File: src/rtl/sdw_pkg.sv
// Package for the SD data block writer: payload structs, queue entry type,
// phase codes and the CRC16 bit step. No dependencies.
`default_nettype none

package sdw_pkg;

    localparam int LANES      = 4;
    localparam int CRC_W      = 16;
    localparam int CRC_CYCLES = 16;
    localparam int ADDR_W     = 3;
    localparam int DATA_W     = 32;
    localparam int QDEPTH     = 2;
    localparam int QPTR_W     = 1;
    localparam int QCNT_W     = 2;
    localparam int CNT_W      = 4;

    localparam logic [CRC_W-1:0] CRC_POLY  = 16'h1021;
    localparam logic [LANES-1:0] ALL_LINES = 4'hf;

    localparam logic [1:0] PH_START = 2'd0;
    localparam logic [1:0] PH_DATA  = 2'd1;
    localparam logic [1:0] PH_CRC   = 2'd2;
    localparam logic [1:0] PH_STOP  = 2'd3;

    localparam logic [ADDR_W-1:0] REG_BUS_WIDTH = 3'd0;

    typedef struct packed {
        logic [7:0] data_byte;
        logic       last_byte;
    } t_in_item;

    typedef struct packed {
        logic [LANES-1:0] dat_lines;
        logic [1:0]       phase;
        logic             last_cycle;
    } t_out_item;

    typedef struct packed {
        logic [7:0] data_byte;
        logic       last_byte;
        logic       four_bit;
        logic       start;
    } t_job;

    function automatic logic [CRC_W-1:0] crc_bit(input logic [CRC_W-1:0] crc,
                                                 input logic bit_in);
        logic [CRC_W-1:0] nxt;
        nxt = {crc[CRC_W-2:0], 1'b0};
        if (crc[CRC_W-1] ^ bit_in) begin
            nxt = nxt ^ CRC_POLY;
        end
        return nxt;
    endfunction

endpackage

`default_nettype wire

File: src/rtl/sdw_front.sv
// Front end: configuration register, input acceptance and block-start tagging.
// Depends on sdw_pkg.
`default_nettype none

module sdw_front (
    input  wire logic                      i_clk,
    input  wire logic                      i_rst_n,
    input  wire logic                      psel,
    input  wire logic                      penable,
    input  wire logic                      pwrite,
    input  wire logic [sdw_pkg::ADDR_W-1:0] paddr,
    input  wire logic [sdw_pkg::DATA_W-1:0] pwdata,
    output logic      [sdw_pkg::DATA_W-1:0] prdata,
    output logic                           pready,
    input  wire logic                      i_in_valid,
    input  wire sdw_pkg::t_in_item         i_in_data,
    input  wire logic                      i_q_full,
    output logic                           o_push,
    output sdw_pkg::t_job                  o_job
);

    logic r_four;
    logic r_open;
    logic wr_reg;
    logic accept;

    assign pready = 1'b1;
    assign wr_reg = psel && penable && pwrite && (paddr[sdw_pkg::ADDR_W-1] == 1'b0);

    always_comb begin
        prdata = '0;
        if (paddr[sdw_pkg::ADDR_W-1] == 1'b0) begin
            prdata[0] = r_four;
        end
    end

    assign accept = i_in_valid && !i_q_full;
    assign o_push = i_in_valid;

    always_comb begin
        o_job.data_byte = i_in_data.data_byte;
        o_job.last_byte = i_in_data.last_byte;
        o_job.four_bit  = r_four;
        o_job.start     = !r_open;
    end

    always_ff @(posedge i_clk) begin
        if (!i_rst_n) begin
            r_four <= 1'b1;
            r_open <= 1'b0;
        end else begin
            if (wr_reg) begin
                r_four <= pwdata[0];
            end
            if (accept) begin
                r_open <= !i_in_data.last_byte;
            end
        end
    end

endmodule

`default_nettype wire

File: src/rtl/sdw_queue.sv
// Two-entry job queue between the front end and the bit sequencer.
// Depends on sdw_pkg.
`default_nettype none

module sdw_queue (
    input  wire logic          i_clk,
    input  wire logic          i_rst_n,
    input  wire logic          i_push,
    input  wire sdw_pkg::t_job i_job,
    output logic               o_full,
    input  wire logic          i_pop,
    output logic               o_head_valid,
    output sdw_pkg::t_job      o_head
);

    sdw_pkg::t_job                 r_mem [sdw_pkg::QDEPTH];
    logic [sdw_pkg::QPTR_W-1:0]    r_wptr;
    logic [sdw_pkg::QPTR_W-1:0]    r_rptr;
    logic [sdw_pkg::QCNT_W-1:0]    r_count;
    logic                          do_push;
    logic                          do_pop;

    assign o_full       = (r_count == sdw_pkg::QCNT_W'(sdw_pkg::QDEPTH));
    assign o_head_valid = (r_count != '0);
    assign o_head       = r_mem[r_rptr];
    assign do_push      = i_push && !o_full;
    assign do_pop       = i_pop && o_head_valid;

    always_ff @(posedge i_clk) begin
        if (do_push) begin
            r_mem[r_wptr] <= i_job;
        end
    end

    always_ff @(posedge i_clk) begin
        if (!i_rst_n) begin
            r_wptr  <= '0;
            r_rptr  <= '0;
            r_count <= '0;
        end else begin
            if (do_push) begin
                r_wptr <= r_wptr + 1'b1;
            end
            if (do_pop) begin
                r_rptr <= r_rptr + 1'b1;
            end
            case ({do_push, do_pop})
                2'b10:   r_count <= r_count + 1'b1;
                2'b01:   r_count <= r_count - 1'b1;
                default: r_count <= r_count;
            endcase
        end
    end

endmodule

`default_nettype wire

File: src/rtl/sdw_back.sv
// Bit sequencer: start, data, CRC and stop cycles, per-lane CRC16, output register.
// Depends on sdw_pkg.
`default_nettype none

module sdw_back (
    input  wire logic               i_clk,
    input  wire logic               i_rst_n,
    input  wire logic               i_head_valid,
    input  wire sdw_pkg::t_job      i_head,
    output logic                    o_pop,
    output logic                    o_out_valid,
    output sdw_pkg::t_out_item      o_out_data,
    input  wire logic               i_out_stall
);

    typedef enum logic [2:0] {S_IDLE, S_START, S_DATA, S_CRC, S_STOP} t_state;

    t_state                                      r_state, n_state;
    sdw_pkg::t_job                               r_job, n_job;
    logic [sdw_pkg::CNT_W-1:0]                   r_cnt, n_cnt;
    logic [sdw_pkg::LANES-1:0][sdw_pkg::CRC_W-1:0] r_crc, n_crc;
    logic                                        r_oval, n_oval;
    sdw_pkg::t_out_item                          r_out, n_out;
    logic                                        adv;
    logic [sdw_pkg::LANES-1:0]                   data_lines;
    logic [sdw_pkg::LANES-1:0]                   crc_lines;
    logic [2:0]                                  bit_idx;
    logic                                        data_fin;

    assign adv         = !r_oval || !i_out_stall;
    assign o_out_valid = r_oval;
    assign o_out_data  = r_out;
    assign bit_idx     = ~r_cnt[2:0];

    always_comb begin
        if (r_job.four_bit) begin
            data_lines = r_cnt[0] ? r_job.data_byte[3:0] : r_job.data_byte[7:4];
            data_fin   = (r_cnt == sdw_pkg::CNT_W'(1));
        end else begin
            data_lines = {sdw_pkg::LANES{r_job.data_byte[bit_idx]}};
            data_fin   = (r_cnt == sdw_pkg::CNT_W'(7));
        end
        for (int k = 0; k < sdw_pkg::LANES; k++) begin
            crc_lines[k] = r_crc[k][sdw_pkg::CRC_W-1];
        end
    end

    always_comb begin
        n_state = r_state;
        n_job   = r_job;
        n_cnt   = r_cnt;
        n_crc   = r_crc;
        n_oval  = r_oval;
        n_out   = r_out;
        o_pop   = 1'b0;
        if (adv) begin
            n_oval = 1'b0;
            case (r_state)
                S_IDLE: begin
                end
                S_START: begin
                    n_oval  = 1'b1;
                    n_out   = '{dat_lines: '0, phase: sdw_pkg::PH_START, last_cycle: 1'b0};
                    n_crc   = '0;
                    n_state = S_DATA;
                    n_cnt   = '0;
                end
                S_DATA: begin
                    n_oval = 1'b1;
                    n_out  = '{dat_lines: data_lines, phase: sdw_pkg::PH_DATA,
                               last_cycle: data_fin && !r_job.last_byte};
                    for (int k = 0; k < sdw_pkg::LANES; k++) begin
                        n_crc[k] = sdw_pkg::crc_bit(r_crc[k], data_lines[k]);
                    end
                    if (!data_fin) begin
                        n_cnt = r_cnt + 1'b1;
                    end else if (r_job.last_byte) begin
                        n_state = S_CRC;
                        n_cnt   = '0;
                    end else begin
                        n_state = S_IDLE;
                    end
                end
                S_CRC: begin
                    n_oval = 1'b1;
                    n_out  = '{dat_lines: crc_lines, phase: sdw_pkg::PH_CRC, last_cycle: 1'b0};
                    for (int k = 0; k < sdw_pkg::LANES; k++) begin
                        n_crc[k] = {r_crc[k][sdw_pkg::CRC_W-2:0], 1'b0};
                    end
                    if (r_cnt == sdw_pkg::CNT_W'(sdw_pkg::CRC_CYCLES - 1)) begin
                        n_state = S_STOP;
                    end else begin
                        n_cnt = r_cnt + 1'b1;
                    end
                end
                S_STOP: begin
                    n_oval  = 1'b1;
                    n_out   = '{dat_lines: sdw_pkg::ALL_LINES, phase: sdw_pkg::PH_STOP,
                                last_cycle: 1'b1};
                    n_crc   = '0;
                    n_state = S_IDLE;
                end
                default: begin
                    n_state = S_IDLE;
                end
            endcase
            // next job starts as soon as the current one leaves its final cycle
            if (n_state == S_IDLE && i_head_valid) begin
                o_pop   = 1'b1;
                n_job   = i_head;
                n_cnt   = '0;
                n_state = i_head.start ? S_START : S_DATA;
            end
        end
    end

    always_ff @(posedge i_clk) begin
        if (!i_rst_n) begin
            r_state <= S_IDLE;
            r_oval  <= 1'b0;
            r_cnt   <= '0;
            r_crc   <= '0;
        end else begin
            r_state <= n_state;
            r_oval  <= n_oval;
            r_cnt   <= n_cnt;
            r_crc   <= n_crc;
        end
        r_job <= n_job;
        r_out <= n_out;
    end

endmodule

`default_nettype wire

File: src/rtl/sd_data_block_writer_crc16_core.sv
// Top level of the SD data block writer with per-line CRC16.
// Instantiates sdw_front, sdw_queue and sdw_back; depends on sdw_pkg.
//
//   channel  | valid       | stall        | payload
//   ---------+-------------+--------------+---------------------------
//   input    | i_in_valid  | o_in_stall   | i_in_data  (t_in_item)
//   output   | o_out_valid | i_out_stall  | o_out_data (t_out_item)
//   config   | APB psel/penable/pwrite, paddr, pwdata, prdata, pready
//
// One output transaction per cycle from the sequencer unless the output stalls;
// bytes go out by nibble (4-bit) or bit (1-bit), with start, CRC and stop as due.
// A two-entry queue lets bytes be taken while the sequencer is busy.
// Synchronous active-low reset; bus width resets to 4-bit, no block open.
// Output stall freezes the sequencer; input stall is high while the queue is full.
`default_nettype none

module sd_data_block_writer_crc16_core (
    input  wire logic                       i_clk,
    input  wire logic                       i_rst_n,
    input  wire logic                       psel,
    input  wire logic                       penable,
    input  wire logic                       pwrite,
    input  wire logic [sdw_pkg::ADDR_W-1:0] paddr,
    input  wire logic [sdw_pkg::DATA_W-1:0] pwdata,
    output logic      [sdw_pkg::DATA_W-1:0] prdata,
    output logic                            pready,
    input  wire logic                       i_in_valid,
    input  wire sdw_pkg::t_in_item          i_in_data,
    output logic                            o_in_stall,
    output logic                            o_out_valid,
    output sdw_pkg::t_out_item              o_out_data,
    input  wire logic                       i_out_stall
);

    logic          q_full;
    logic          push;
    sdw_pkg::t_job job;
    logic          pop;
    logic          head_valid;
    sdw_pkg::t_job head;

    assign o_in_stall = q_full;

    sdw_front u_front (
        .i_clk      (i_clk),
        .i_rst_n    (i_rst_n),
        .psel       (psel),
        .penable    (penable),
        .pwrite     (pwrite),
        .paddr      (paddr),
        .pwdata     (pwdata),
        .prdata     (prdata),
        .pready     (pready),
        .i_in_valid (i_in_valid),
        .i_in_data  (i_in_data),
        .i_q_full   (q_full),
        .o_push     (push),
        .o_job      (job)
    );

    sdw_queue u_queue (
        .i_clk        (i_clk),
        .i_rst_n      (i_rst_n),
        .i_push       (push),
        .i_job        (job),
        .o_full       (q_full),
        .i_pop        (pop),
        .o_head_valid (head_valid),
        .o_head       (head)
    );

    sdw_back u_back (
        .i_clk        (i_clk),
        .i_rst_n      (i_rst_n),
        .i_head_valid (head_valid),
        .i_head       (head),
        .o_pop        (pop),
        .o_out_valid  (o_out_valid),
        .o_out_data   (o_out_data),
        .i_out_stall  (i_out_stall)
    );

endmodule

`default_nettype wire

File: config.mk
export PLATFORM = sky130hd
export DESIGN_NAME = sd_data_block_writer_crc16_core
export DESIGN_NICKNAME = d
export VERILOG_FILES = /design/src/rtl/sdw_pkg.sv /design/src/rtl/sdw_front.sv /design/src/rtl/sdw_queue.sv /design/src/rtl/sdw_back.sv /design/src/rtl/sd_data_block_writer_crc16_core.sv
export SDC_FILE = /design/constraint.sdc
export NUM_CORES = 1
export LEC_CHECK = 0
export BUFFER_PORTS_ARGS = -buffer_cell sky130_fd_sc_hd__buf_4
export CAP_MARGIN = 0
export CORE_ASPECT_RATIO = 0.7
export CORE_UTILIZATION = 40
export CTS_CLUSTER_SIZE = 14
export DETAILED_ROUTE_END_ITERATION = 7
export PLACE_DENSITY = 0.63
export SLEW_MARGIN = 20
export SYNTH_ARGS = -nofsm -noshare
export SYNTH_HDL_FRONTEND = slang
export SYNTH_HIERARCHICAL = 1
export SYNTH_SLANG_ARGS = --single-unit
export TNS_END_PERCENT = 1
File: constraint.sdc
create_clock -name i_clk -period 2.46 [get_ports i_clk]
set_input_delay 0.492 -clock i_clk [delete_from_list [all_inputs] [get_ports i_clk]]
set_output_delay 0.492 -clock i_clk [all_outputs]
set_load 0.005 [all_outputs]
==> results.cfg <==
[worst_setup_path]
cp-startpoint = u_back/r_cnt[1]
slowest_stage = dfxtp_4
start_kind = flip-flop
reg2reg_depth = 10
timing.rr.end = u_queue/r_count[1]
crit_path_cell_trace = ha_1, and3_2, a31oi_2, nand3_1, and3_2, o21a_1, ha_4, xnor2_1, or3_1, a21boi_1
arrival_ns = 2.67
cp_common_cell = and3_2
cp-end-kind = flip-flop
critical_path_class = flip-flop to flip-flop
r2r_start = u_back/r_cnt[1]
slowest_delay_ns = 0.37
crit_required_ns = 2.80
reg2reg_slack_ns = 0.13
worst-path-max-fanout = 7

[clock_tree]
h-tree-depth = 4
worstSkewPairLatency_ns = 0.41
hold_buffers = 0
cts-root-buf = clkbuf_16
cts_max_path_buffers = 2
clk_pin_slew_ns = 0.06
cts_tree = built
clock_sinks = 118
cts_buffers = 17

[drt]
wl_per_cell_um = 13.9
ant_nets = 0
initialDrtViolationCount = 231
drc = 5
vias = 3458
drt-total-wl_um = 9560
dr.pass1.iters = 8
via_per_inst = 5.04

[global_route]
gr-usage-met1 = 0.212
grt_pass1_vias = 3275
use_met2 = 0.211
grt-ovfl-total = 0
busiest_layer = met1
grt_max_degree = 74
track_usage = 0.149
grtUsageMet3 = 0.0373
antenna_found_initial = 0
grt_pass1_wl_um = 15900

[logic_synthesis]
ys_ff_latch = 118
synth_area_sq_um = 5270
synth_flop_cell = dfxtp_1
synth_cell_types = 52
syn_inst = 498
ys_seq_area_frac = 0.523
synth_edf_count = 39
synth_warnings = 6
async_reset_ff_frac = 0
syn_area_per_cell_sq_um = 10.6

[sta]
clock_skew_ns = 0.00825
rsz0062_at_grt = false
relSlewSlack = 0.594
worst-slew-pin-transition_ns = 0.609
drv_slew = 0
fin_setup_tns_ns = 0
finalCritPeriodShare = 0.947
finalHoldViolCount = 0
final-setup-viol-count = 0
period_needed_ns = 2.33
max_freq_mhz = 429
whs_ns = 0.265
setup_ws_ns = 0.132

[placed_design]
preCtsSetupSlack_ns = 0.00423
port_buffers = 27
place.gp.congestion = 0.759
hpwlAfterDp_um = 6120

[min_path]
min_from = i_in_data[4]
hold_depth = 1
min_to = u_queue/r_mem[1][6]
min-delay-path-class = primary input to flip-flop

[power_and_ir_drop]
p_per_area_nw_per_um2 = 1130
vdd_drop_max_mv = 0.677
p_leak_nw = 2.15

[layout]
final_common_cell = dfxtp_1
nFillCells = 1155
area.sequential_sq_um = 2760
area_growth_pct = 13.6
n_antenna_cell = 0
multi_input_area_sq_um = 2160
nets = 564
final_cell_mix = 78 x dfxtp_1, 59 x nand2_1, 56 x nand3_1, 54 x a21boi_0
drive_gt1_frac = 0.208

[run]
maxCapViolations = 0

[outcome]
status = complete, but fails checks
violations = design-rule violations

[die]
die_x_um = 139
initial_utilization = 0.417
die_area_sq_um = 13600
core-area_sq_um = 12600
rows = 34
die_h_um = 98
ios = 93
==> worst max-delay path: cells and delay by family, from the launching register on <==
kind,cells,cell delay (ns)
adders and majority gates,2,0.36
xor gates and xnor gates,1,0.12
DFF,1,0.37
AOI/OAI and AO/OA,3,0.50
and+or+nand+nor,4,0.91
==> power by group <==
part | switching (mW) | total [mW] | internal (mW) | leakage [nW]
Clock | 0.900 | 2.22 | 1.32 | 0.271
Combinational | 1.18 | 1.91 | 0.736 | 0.878
Sequential | 0.204 | 2.61 | 2.41 | 0.999
==> flip-flops by register name, summed over array words and instances, names as in the netlist, named ones only <==
register	count
u_back/r_crc	60
u_queue/r_mem	22
u_back/r_job	10
u_back/o_out_data	7
u_back/crc_lines	4
u_back/r_cnt	4
u_back/r_state	3
u_queue/r_count	2
u_back/o_out_valid	1
u_front/r_four	1
u_front/r_open	1
u_queue/r_rptr	1
u_queue/r_wptr	1
==> kinds of logic (layout without fill, tap and decap cells) <==
kind of cell | Yosys count | count (layout) | synth area share
multiplexers | 18 | 18 | 0.0511
AND/OR/NAND/NOR | 165 | 165 | 0.159
other | 2 | 32 | 0.00143
adder cells (fa/ha/maj) | 2 | 2 | 0.00475
buffers and inverters | 82 | 78 | 0.0917
flip-flops | 118 | 118 | 0.523
AO/OA/AOI/OAI | 103 | 103 | 0.150
XOR/XNOR | 8 | 8 | 0.0190
==> synth_stat cells (all sizes together) (9+ instances only) <==
master | number | area share
nand3 | 56 | 0.053
clkbuf | 23 | 0.019
nand2 | 59 | 0.042
dfxtp | 79 | 0.30
mux2 | 11 | 0.024
a21boi | 56 | 0.080
edfxtp | 39 | 0.22
nor3 | 9 | 0.0086
buf | 52 | 0.068
a221o | 12 | 0.023
nor2b | 9 | 0.011
o21ai | 9 | 0.0086
==> how the worst max path moves through the flow <==
| stage | cells after the start | slack [ns] | endpoint |
|---|---|---|---|
| finish | 10 | 0.13 | u_queue/r_count[1] |
| floorplan | 9 | 0.06 | u_queue/r_count[1] |
| detailed placement | 9 | 0.004 | u_queue/r_count[1] |
| CTS | 9 | 0.05 | u_queue/r_count[1] |
| global route | 10 | 0.04 | u_queue/r_count[1] |
| global placement | 5 | 0.05 | u_back/r_crc[53] |
==> per-layer routing <==
metal  share of wire  wire length, um
met3           0.043              410
met4           0.012              111
met5               0                0
met1            0.51             4890
met2            0.43             4150
==> cell type report <==
cell class              instances  share of cell area
flip-flops and latches        118               0.461
multi-input cells             328               0.362
clock buffers                  18              0.0734
repair buffers                 39              0.0489
well taps                     162              0.0339
clock inverters                14              0.0169
inverters                       7             0.00439
==> metrics by stage <==
| step | power [mW] | util | instance area, sq um | cells |
|---|---|---|---|---|
| after detailed placement | 4.55 | 0.429 | 5420 | 654 |
| after global routing | 7.14 | 0.474 | 5980 | 686 |
| final | 6.74 | 0.474 | 5980 | 686 |
| after CTS | 6.78 | 0.472 | 5960 | 686 |
| after floorplan | 4.02 | - | 5380 | 528 |
| after global placement | 4.51 | 0.429 | 5420 | 654 |
==> repair_timing <==
item                                    4_1_cts  5_1_grt
pin swaps                                     0        1
endpoints found under the setup margin        1        1
resized for setup                             1        4
buffers inserted                              0        0
No activity file was read; power rests on OpenSTA's default activity.
